**config.mk**
```make
export PLATFORM = sky130hd
export DESIGN_NAME = i2c_register_master_unit
export DESIGN_NICKNAME = d
export VERILOG_FILES = /design/src/i2crm_pkg.sv /design/src/i2crm_in_stage.sv /design/src/i2crm_core.sv /design/src/i2c_register_master_unit.sv
export SDC_FILE = /design/constraint.sdc
export NUM_CORES = 1
export LEC_CHECK = 0
export BUFFER_PORTS_ARGS = -buffer_cell sky130_fd_sc_hd__buf_2
export CAP_MARGIN = 25
export CORE_MARGIN = 2
export CORE_UTILIZATION = 60
export DETAILED_ROUTE_END_ITERATION = 12
export PLACE_DENSITY = 0.91
export SKIP_CTS_REPAIR_TIMING = 1
export SYNTH_ARGS = -nofsm -noshare
export SYNTH_HDL_FRONTEND = slang
export SYNTH_SLANG_ARGS = --single-unit
```
**constraint.sdc**
```tcl
create_clock -name clk -period 3.4 [get_ports clk]
set_input_delay 0.17 -clock clk [delete_from_list [all_inputs] [get_ports clk]]
set_output_delay 0.17 -clock clk [all_outputs]
set_load 0.05 [all_outputs]
```
**src/i2crm_pkg.sv**
```systemverilog
// ----------------------------------------------------------------------------
// i2crm_pkg
// shared types and codes of the i2c register master: request and result
// layouts, request kinds, operations, bus phases and transfer stages
// ----------------------------------------------------------------------------
package i2crm_pkg;

  localparam int unsigned InDataW  = 56;
  localparam int unsigned InUserW  = 2;
  localparam int unsigned OutDataW = 16;

  // request kinds
  localparam logic [1:0] KIND_START = 2'd0;
  localparam logic [1:0] KIND_BYTE  = 2'd1;
  localparam logic [1:0] KIND_TICK  = 2'd2;
  localparam logic [1:0] KIND_NOOP  = 2'd3;

  // operations
  localparam logic [1:0] OP_PROBE   = 2'd0;
  localparam logic [1:0] OP_WRITE   = 2'd1;
  localparam logic [1:0] OP_READ    = 2'd2;
  localparam logic [1:0] OP_INVALID = 2'd3;

  // bus phases
  localparam logic [4:0] PH_IDLE   = 5'd0;
  localparam logic [4:0] PH_ST1    = 5'd1;
  localparam logic [4:0] PH_ST2    = 5'd2;
  localparam logic [4:0] PH_ST3    = 5'd3;
  localparam logic [4:0] PH_TXLO   = 5'd4;
  localparam logic [4:0] PH_TXHI   = 5'd5;
  localparam logic [4:0] PH_ACKLO  = 5'd6;
  localparam logic [4:0] PH_ACKHI  = 5'd7;
  localparam logic [4:0] PH_ACKSMP = 5'd8;
  localparam logic [4:0] PH_WAIT   = 5'd9;
  localparam logic [4:0] PH_RXREL  = 5'd10;
  localparam logic [4:0] PH_RXLO   = 5'd11;
  localparam logic [4:0] PH_RXHI   = 5'd12;
  localparam logic [4:0] PH_MALO   = 5'd13;
  localparam logic [4:0] PH_MAHI   = 5'd14;
  localparam logic [4:0] PH_MAREL  = 5'd15;
  localparam logic [4:0] PH_SP1    = 5'd16;
  localparam logic [4:0] PH_SP2    = 5'd17;
  localparam logic [4:0] PH_SP3    = 5'd18;

  // transfer stages
  localparam logic [2:0] SG_DEVW   = 3'd0;
  localparam logic [2:0] SG_ADDRHI = 3'd1;
  localparam logic [2:0] SG_ADDRLO = 3'd2;
  localparam logic [2:0] SG_DATA   = 3'd3;
  localparam logic [2:0] SG_DEVR   = 3'd4;

  localparam logic [7:0] MSB_MASK  = 8'h80;
  localparam logic [7:0] READ_FLAG = 8'h01;

  typedef struct packed {
    logic [1:0]  kind;
    logic [1:0]  operation;
    logic [7:0]  device_byte;
    logic [15:0] register_address;
    logic        short_address;
    logic [15:0] transfer_length;
    logic [7:0]  write_byte;
    logic        sda_in;
  } item_t;

  typedef struct packed {
    logic        scl_level;
    logic        sda_level;
    logic        busy_res;
    logic        done_res;
    logic        status;
    logic [7:0]  read_data;
    logic        read_valid;
    logic        read_last;
    logic        data_request;
  } result_t;

endpackage

```
**src/i2crm_in_stage.sv**
```systemverilog
// ----------------------------------------------------------------------------
// i2crm_in_stage
// input register: unpacks and holds one request until the core takes it
// ----------------------------------------------------------------------------
module i2crm_in_stage
  import i2crm_pkg::*;
(
  input  logic               clk,
  input  logic               rst,
  input  logic               s_tvalid,
  output logic               s_tready,
  input  logic [InDataW-1:0] s_tdata,
  input  logic [InUserW-1:0] s_tuser,
  input  logic               take,
  output logic               held_valid,
  output item_t              held
);

  assign s_tready = !held_valid || take;

  always_ff @(posedge clk) begin
    if (rst) begin
      held_valid <= 1'b0;
    end else if (s_tready) begin
      held_valid <= s_tvalid;
    end
  end

  always_ff @(posedge clk) begin
    if (s_tvalid && s_tready) begin
      held.kind             <= s_tuser;
      held.operation        <= s_tdata[1:0];
      held.device_byte      <= s_tdata[9:2];
      held.register_address <= s_tdata[25:10];
      held.short_address    <= s_tdata[26];
      held.transfer_length  <= s_tdata[42:27];
      held.write_byte       <= s_tdata[50:43];
      held.sda_in           <= s_tdata[51];
    end
  end

endmodule

```
**src/i2crm_core.sv**
```systemverilog
// ----------------------------------------------------------------------------
// i2crm_core
// bus sequencer: one pin step per tick request, result register toward the
// master-side stream
// ----------------------------------------------------------------------------
module i2crm_core
  import i2crm_pkg::*;
(
  input  logic                clk,
  input  logic                rst,
  input  logic                held_valid,
  input  item_t               held,
  output logic                take,
  output logic                m_tvalid,
  input  logic                m_tready,
  output logic [OutDataW-1:0] m_tdata,
  output logic                m_tlast
);

  logic [4:0]  phase, phase_next;
  logic [2:0]  stage, stage_next;
  logic [3:0]  bit_count, bit_count_next;
  logic [7:0]  shifter, shifter_next;
  logic [15:0] bytes_left, bytes_left_next;
  logic [15:0] reg_addr_hold, reg_addr_hold_next;
  logic [7:0]  dev_hold, dev_hold_next;
  logic [1:0]  op_hold, op_hold_next;
  logic        short_hold, short_hold_next;
  logic        scl_reg, scl_reg_next;
  logic        sda_reg, sda_reg_next;
  logic [7:0]  pending_byte, pending_byte_next;
  logic        pending_valid, pending_valid_next;
  logic        nack_flag, nack_flag_next;
  logic [3:0]  bit_inc;
  logic [15:0] bytes_dec;
  logic [7:0]  shift_in;
  result_t     res, res_next;

  assign take      = held_valid && (!m_tvalid || m_tready);
  assign bit_inc   = bit_count + 4'd1;
  assign bytes_dec = bytes_left - 16'd1;
  assign shift_in  = {shifter[6:0], held.sda_in};

  always_comb begin
    phase_next         = phase;
    stage_next         = stage;
    bit_count_next     = bit_count;
    shifter_next       = shifter;
    bytes_left_next    = bytes_left;
    reg_addr_hold_next = reg_addr_hold;
    dev_hold_next      = dev_hold;
    op_hold_next       = op_hold;
    short_hold_next    = short_hold;
    scl_reg_next       = scl_reg;
    sda_reg_next       = sda_reg;
    pending_byte_next  = pending_byte;
    pending_valid_next = pending_valid;
    nack_flag_next     = nack_flag;
    res_next           = '0;

    case (held.kind)
      KIND_START: begin
        if (phase == PH_IDLE && held.operation != OP_INVALID) begin
          op_hold_next       = held.operation;
          dev_hold_next      = held.device_byte;
          reg_addr_hold_next = held.register_address;
          short_hold_next    = held.short_address;
          bytes_left_next    = held.transfer_length;
          // a zero-length read still fetches one byte
          if (held.operation == OP_READ && held.transfer_length == 16'd0) begin
            bytes_left_next = 16'd1;
          end
          shifter_next       = held.device_byte;
          stage_next         = SG_DEVW;
          bit_count_next     = 4'd0;
          nack_flag_next     = 1'b0;
          pending_valid_next = 1'b0;
          phase_next         = PH_ST1;
        end
      end
      KIND_BYTE: begin
        pending_byte_next  = held.write_byte;
        pending_valid_next = 1'b1;
      end
      KIND_TICK: begin
        case (phase)
          PH_IDLE: ;
          PH_ST1: begin
            sda_reg_next = 1'b1;
            phase_next   = PH_ST2;
          end
          PH_ST2: begin
            scl_reg_next = 1'b1;
            phase_next   = PH_ST3;
          end
          PH_ST3: begin
            sda_reg_next   = 1'b0;
            bit_count_next = 4'd0;
            phase_next     = PH_TXLO;
          end
          PH_WAIT: begin
            if (pending_valid) begin
              shifter_next       = pending_byte;
              pending_valid_next = 1'b0;
              bit_count_next     = 4'd0;
              scl_reg_next       = 1'b0;
              sda_reg_next       = |(pending_byte & MSB_MASK);
              phase_next         = PH_TXHI;
            end
          end
          PH_TXLO: begin
            scl_reg_next = 1'b0;
            sda_reg_next = |(shifter & MSB_MASK);
            phase_next   = PH_TXHI;
          end
          PH_TXHI: begin
            scl_reg_next = 1'b1;
            shifter_next = {shifter[6:0], 1'b0};
            if (bit_inc >= 4'd8) begin
              bit_count_next = 4'd0;
              phase_next     = PH_ACKLO;
            end else begin
              bit_count_next = bit_inc;
              phase_next     = PH_TXLO;
            end
          end
          PH_ACKLO: begin
            scl_reg_next = 1'b0;
            sda_reg_next = 1'b1;
            phase_next   = PH_ACKHI;
          end
          PH_ACKHI: begin
            scl_reg_next = 1'b1;
            phase_next   = PH_ACKSMP;
          end
          PH_ACKSMP: begin
            scl_reg_next   = 1'b0;
            nack_flag_next = held.sda_in;
            if (held.sda_in) begin
              phase_next = PH_SP1;
            end else begin
              bit_count_next = 4'd0;
              case (stage)
                SG_DEVW: begin
                  if (op_hold == OP_PROBE) begin
                    phase_next = PH_SP1;
                  end else if (short_hold) begin
                    shifter_next = reg_addr_hold[7:0];
                    stage_next   = SG_ADDRLO;
                    phase_next   = PH_TXLO;
                  end else begin
                    shifter_next = reg_addr_hold[15:8];
                    stage_next   = SG_ADDRHI;
                    phase_next   = PH_TXLO;
                  end
                end
                SG_ADDRHI: begin
                  shifter_next = reg_addr_hold[7:0];
                  stage_next   = SG_ADDRLO;
                  phase_next   = PH_TXLO;
                end
                SG_ADDRLO: begin
                  if (op_hold == OP_READ) begin
                    // repeated start, then device byte with the read flag
                    shifter_next = dev_hold | READ_FLAG;
                    stage_next   = SG_DEVR;
                    phase_next   = PH_ST1;
                  end else begin
                    stage_next = SG_DATA;
                    phase_next = (bytes_left == 16'd0) ? PH_SP1 : PH_WAIT;
                  end
                end
                SG_DATA: begin
                  bytes_left_next = bytes_dec;
                  phase_next      = (bytes_dec == 16'd0) ? PH_SP1 : PH_WAIT;
                end
                default: begin
                  phase_next = PH_RXREL;
                end
              endcase
            end
          end
          PH_RXREL: begin
            scl_reg_next   = 1'b0;
            sda_reg_next   = 1'b1;
            bit_count_next = 4'd0;
            shifter_next   = 8'd0;
            phase_next     = PH_RXLO;
          end
          PH_RXLO: begin
            // sample the bit clocked on the previous high phase
            if (bit_count != 4'd0) begin
              shifter_next = shift_in;
            end
            scl_reg_next = 1'b0;
            phase_next   = PH_RXHI;
          end
          PH_RXHI: begin
            scl_reg_next   = 1'b1;
            bit_count_next = bit_inc;
            phase_next     = (bit_inc >= 4'd8) ? PH_MALO : PH_RXLO;
          end
          PH_MALO: begin
            shifter_next       = shift_in;
            res_next.read_data  = shift_in;
            res_next.read_valid = 1'b1;
            res_next.read_last  = (bytes_left <= 16'd1);
            scl_reg_next       = 1'b0;
            sda_reg_next       = (bytes_left <= 16'd1);
            bit_count_next     = 4'd0;
            phase_next         = PH_MAHI;
          end
          PH_MAHI: begin
            scl_reg_next = 1'b1;
            phase_next   = PH_MAREL;
          end
          PH_MAREL: begin
            scl_reg_next = 1'b0;
            sda_reg_next = 1'b1;
            if (bytes_left <= 16'd1) begin
              phase_next = PH_SP1;
            end else begin
              bytes_left_next = bytes_dec;
              phase_next      = PH_RXREL;
            end
          end
          PH_SP1: begin
            sda_reg_next = 1'b0;
            phase_next   = PH_SP2;
          end
          PH_SP2: begin
            scl_reg_next = 1'b1;
            phase_next   = PH_SP3;
          end
          PH_SP3: begin
            sda_reg_next      = 1'b1;
            res_next.done_res = 1'b1;
            phase_next        = PH_IDLE;
          end
          default: begin
            phase_next = PH_IDLE;
          end
        endcase
      end
      default: ;
    endcase

    res_next.scl_level    = scl_reg_next;
    res_next.sda_level    = sda_reg_next;
    res_next.busy_res     = (phase_next != PH_IDLE);
    res_next.status       = nack_flag_next;
    res_next.data_request = (phase_next == PH_WAIT) && !pending_valid_next;
  end

  always_ff @(posedge clk) begin
    if (rst) begin
      phase         <= PH_IDLE;
      stage         <= SG_DEVW;
      bit_count     <= 4'd0;
      shifter       <= 8'd0;
      bytes_left    <= 16'd0;
      reg_addr_hold <= 16'd0;
      dev_hold      <= 8'd0;
      op_hold       <= OP_PROBE;
      short_hold    <= 1'b0;
      scl_reg       <= 1'b1;
      sda_reg       <= 1'b1;
      pending_byte  <= 8'd0;
      pending_valid <= 1'b0;
      nack_flag     <= 1'b0;
    end else if (take) begin
      phase         <= phase_next;
      stage         <= stage_next;
      bit_count     <= bit_count_next;
      shifter       <= shifter_next;
      bytes_left    <= bytes_left_next;
      reg_addr_hold <= reg_addr_hold_next;
      dev_hold      <= dev_hold_next;
      op_hold       <= op_hold_next;
      short_hold    <= short_hold_next;
      scl_reg       <= scl_reg_next;
      sda_reg       <= sda_reg_next;
      pending_byte  <= pending_byte_next;
      pending_valid <= pending_valid_next;
      nack_flag     <= nack_flag_next;
    end
  end

  always_ff @(posedge clk) begin
    if (rst) begin
      m_tvalid <= 1'b0;
    end else if (!m_tvalid || m_tready) begin
      m_tvalid <= held_valid;
    end
  end

  always_ff @(posedge clk) begin
    if (take) begin
      res <= res_next;
    end
  end

  assign m_tdata = {1'b0, res.data_request, res.read_valid, res.read_data, res.status,
                    res.done_res, res.busy_res, res.sda_level, res.scl_level};
  assign m_tlast = res.read_last;

endmodule

```
**src/i2c_register_master_unit.sv**
```systemverilog
// ----------------------------------------------------------------------------
// i2c_register_master_unit
// open-drain i2c master for probe, register write and register read
// transactions, stepped one pin change per tick request
// ----------------------------------------------------------------------------
//  channel   direction  carries
//  s_*       in         start commands, write payload bytes, bus ticks
//  m_*       out        pin levels and status, one result per request
//
//  one request per cycle sustained while m_tready stays high; each request is
//  registered in the input register, then the sequencer updates its state and
//  the result register when the core takes it from the input register
//  rst clears the sequencer to idle with scl and sda released
//  a stalled m_tready holds the result; s_tready drops in the same cycle
//  once the input register is full too (at most two requests in flight)
// ----------------------------------------------------------------------------
module i2c_register_master_unit
  import i2crm_pkg::*;
(
  input  logic                clk,
  input  logic                rst,
  input  logic                s_tvalid,
  output logic                s_tready,
  // operation, device_byte, register_address, short_address, transfer_length,
  // write_byte, sda_in, zero fill
  input  logic [InDataW-1:0]  s_tdata,
  // kind
  input  logic [InUserW-1:0]  s_tuser,
  output logic                m_tvalid,
  input  logic                m_tready,
  // scl_level, sda_level, busy_res, done_res, status, read_data, read_valid,
  // data_request, zero fill
  output logic [OutDataW-1:0] m_tdata,
  output logic                m_tlast
);

  logic  take;
  logic  held_valid;
  item_t held;

  i2crm_in_stage u_in (
    .clk        (clk),
    .rst        (rst),
    .s_tvalid   (s_tvalid),
    .s_tready   (s_tready),
    .s_tdata    (s_tdata),
    .s_tuser    (s_tuser),
    .take       (take),
    .held_valid (held_valid),
    .held       (held)
  );

  i2crm_core u_core (
    .clk        (clk),
    .rst        (rst),
    .held_valid (held_valid),
    .held       (held),
    .take       (take),
    .m_tvalid   (m_tvalid),
    .m_tready   (m_tready),
    .m_tdata    (m_tdata),
    .m_tlast    (m_tlast)
  );

endmodule

```
==> reports/metrics.csv <==
stage,metric,value,unit
synth,ys.flop_type,dfxtp_1,
setup_path,arrival,3.28,ns
cells_and_area,fin_nets,940,
synth,synth_xor_area_frac,0.00729,
cells_and_area,postLayoutCoreUtil,0.744,
synth,synth_edf_count,70,
cells_and_area,largest_register_ff_count,54,
setup_path,start_kind,register,
cells_and_area,layout-drive-gt1-share,0.170,
setup_path,reg2regPathDepth,7,
outcome,failed_checks,hold timing,
clock_tree,clock_path_buffers,2,
sta,fmax,337,MHz
sta,maxSlewViolCount,0,
cells_and_area,largestRegisters,"u_in.held x54, u_core.bytes_left x16, u_core.reg_addr_hold x16",
route,finalWirelength,22600,µm
route,drc_errors,0,
die,die_w,114,µm
synth,async_flop_share,0,
setup_path,r2r-start,u_core.bytes_left[0],
setup_path,required,3.71,ns
cells_and_area,area_growth,22.3,%
route,ant_nets,0,
synth,ys_ff_latch,146,
sta,finalSetupViolCount,0,
min_path,min-delay-start,s_tvalid,
clock_tree,clk_pin_slew,0.06,ns
synth,synth_cell_types,84,
placed_design,gp_congestion,0.937,
die,row_count,40,
synth,synth_top_family_by_area,simple AND/OR/NAND/NOR gates,
cells_and_area,regMostFlops,u_in.held,
die,core,11900,µm²
clock_tree,cts_tree,built,
die,die_y,114,µm
placed_design,port_buffers,75,
setup_path,critPathMaxFanout,17,
placed_design,hpwl,11200,µm
die,initial_core_util,0.608,
sta,hold_viol_final,1,
sta,min_period_over_period,0.873,
setup_path,r2r_slack,0.43,ns
route,routed_via_density,6.88,
power_and_ir_drop,power_leakage,3.15,nW
power_and_ir_drop,peakVddDrop,413,µV
synth,synth-simple-area-share,0.221,
outcome,status,"complete, but fails checks",
synth,netlist_instances,767,
setup_path,reg2reg_to,u_core.bytes_left[0],
sta,skew,0.0101,ns
job,drv_cap,0,
global_route,overflow,0,
synth,synth_compound_area_frac,0.207,
clock_tree,clockRootBuffer,clkbuf_16,
clock_tree,htreeDepth,4,
power_and_ir_drop,p_per_area,508,nW/µm²
route,first_pass_iters,6,
route,num_vias,7131,
clock_tree,clk_latency,0.42,ns
sta,worstMarginPinSlew,0.949,ns
synth,yosys_warnings,0,
sta,fin_tns_setup,0,ns
synth,synth.most_common_cell,nand2_1,
synth,synthesis.nets,833,
sta,min_period,2.97,ns
global_route,antenna_found_initial,2,
sta,slew_headroom,0.366,
sta,hold-worst-slack,-0.00256,ns
clock_tree,cts_sinks,146,
synth,syn_area,7210,µm²
synth,avgSynthCellArea,9.40,µm²
synth,synth_top_cells_by_count,"nand2_1 (120), dfxtp_1 (76), edfxtp_1 (70)",
synth,synthMuxAreaShare,0.0125,
global_route,grt_pass1_vias,5959,
synth,synth_fa_ha_area_frac,0.00694,
die,die-area,12900,µm²
min_path,min_to,u_in.held_valid,
synth,synthTopCellsByArea,"edfxtp_1 (29%), dfxtp_1 (21%), nand2_1 (6.2%)",
global_route,grt_first_pass_wirelength,29100,µm
min_path,hold-path-cell-count,3,
min_path,hold_class,in2reg,
route,wl_per_cell,21.8,µm
synth,synth_top_area_share,0.291,
setup_path,endpoint_kind,register,
route,drtIter0Drc,1383,
synth,yosys.area.top_type,edfxtp_1,
global_route,grt_use_total,0.284,
setup_path,critical_path_class,reg2reg,
synth,ys_seq_area_frac,0.502,
global_route,grt_start_max_net_pins,62,
sta,rsz0062_at_grt,false,
die,num_io_pins,81,
clock_tree,numCtsBuffers,17,
-- power by group --
part / internal, mW / total [mW] / switching, mW
Sequential: 1.92 / 1.98 / 0.0652
Combinational: 0.193 / 0.507 / 0.314
Clock: 1.18 / 1.99 / 0.811
-- critical path, stage by stage (launching register included) --
cell and delay [ns]:
dfxtp_1 0.43, inv_1 0.11, ha_1 0.47, o211ai_1 0.28, o21ba_2 0.28, o21ai_2 0.65
a221oi_1 0.29, o221a_2 0.34
-- worst max path at each step --
| stage | slack (ns) | to | startpoint | depth (start not counted) |
|---|---|---|---|---|
| after global routing | 0.30 | u_core.bytes_left[0] | u_core.bytes_left[0] | 7 |
| final | 0.43 | u_core.bytes_left[0] | u_core.bytes_left[0] | 7 |
| after detailed placement | 0.61 | u_core.m_tdata[14] | u_core.bytes_left[0] | 7 |
| after global placement | 0.72 | u_core.m_tdata[14] | u_core.bytes_left[0] | 7 |
| after floorplan | 0.55 | u_in.held[0] | u_core.m_tvalid | 3 |
| after CTS | 0.58 | u_core.m_tdata[14] | u_core.bytes_left[0] | 7 |
-- per-layer routing --
metal  track usage  up-vias  part of all wire
li1              -     3070                 -
met1         0.379     3241              0.35
met2         0.451      684              0.48
met3        0.0659      136              0.12
met4         0.114        0             0.050
met5             0        -                 0
-- cell families after synthesis --
kind of cell,count (synthesis)
compound gates,217
other cells,1
flops,146
mux,9
simple gates,311
xor+xnor,6
buf+inv,73
fa+ha+maj,4
-- placed cells by master (no fill, tap or decap), types with 5 or more instances in the layout --
master	instances
a211oi_1	16
a21oi_1	67
a221oi_1	10
a22oi_1	10
and2_1	12
buf_2	75
buf_4	17
clkbuf_16	17
dfxtp_1	76
dlygate4sd3_1	54
edfxtp_1	70
inv_1	15
inv_6	6
mux2i_1	9
nand2_1	120
nand2b_1	12
nand3_1	21
nor2_1	50
nor2b_1	5
nor3_1	17
nor3_2	5
nor3b_1	5
nor4_1	12
o21ai_0	29
o22ai_1	14
o32ai_1	13
or3_1	11
-- final cells by class --
type | instances | area (µm²)
multi-input combinational | 548 | 3280
inverter | 15 | 56.3
fill | 664 | 3040
antenna | 3 | 7.51
timing repair buffer | 146 | 1040
clock buffer | 18 | 429
tap | 147 | 184
sequential | 146 | 3620
clock inverter | 14 | 193
-- stage by stage --
step	setup WS, ns	instance area, µm²	std cells	hold slack [ns]	power (mW)
final	0.432	8820	1037	-0.00256	4.48
after global routing	0.298	8820	1036	0.00928	4.58
after CTS	0.582	8270	980	-0.0835	4.37
after detailed placement	0.608	7650	948	0.348	2.43
after global placement	0.718	7650	948	0.346	2.42
after floorplan	0.554	7210	767	0.269	2.31
(Power assumes the default switching activity.)
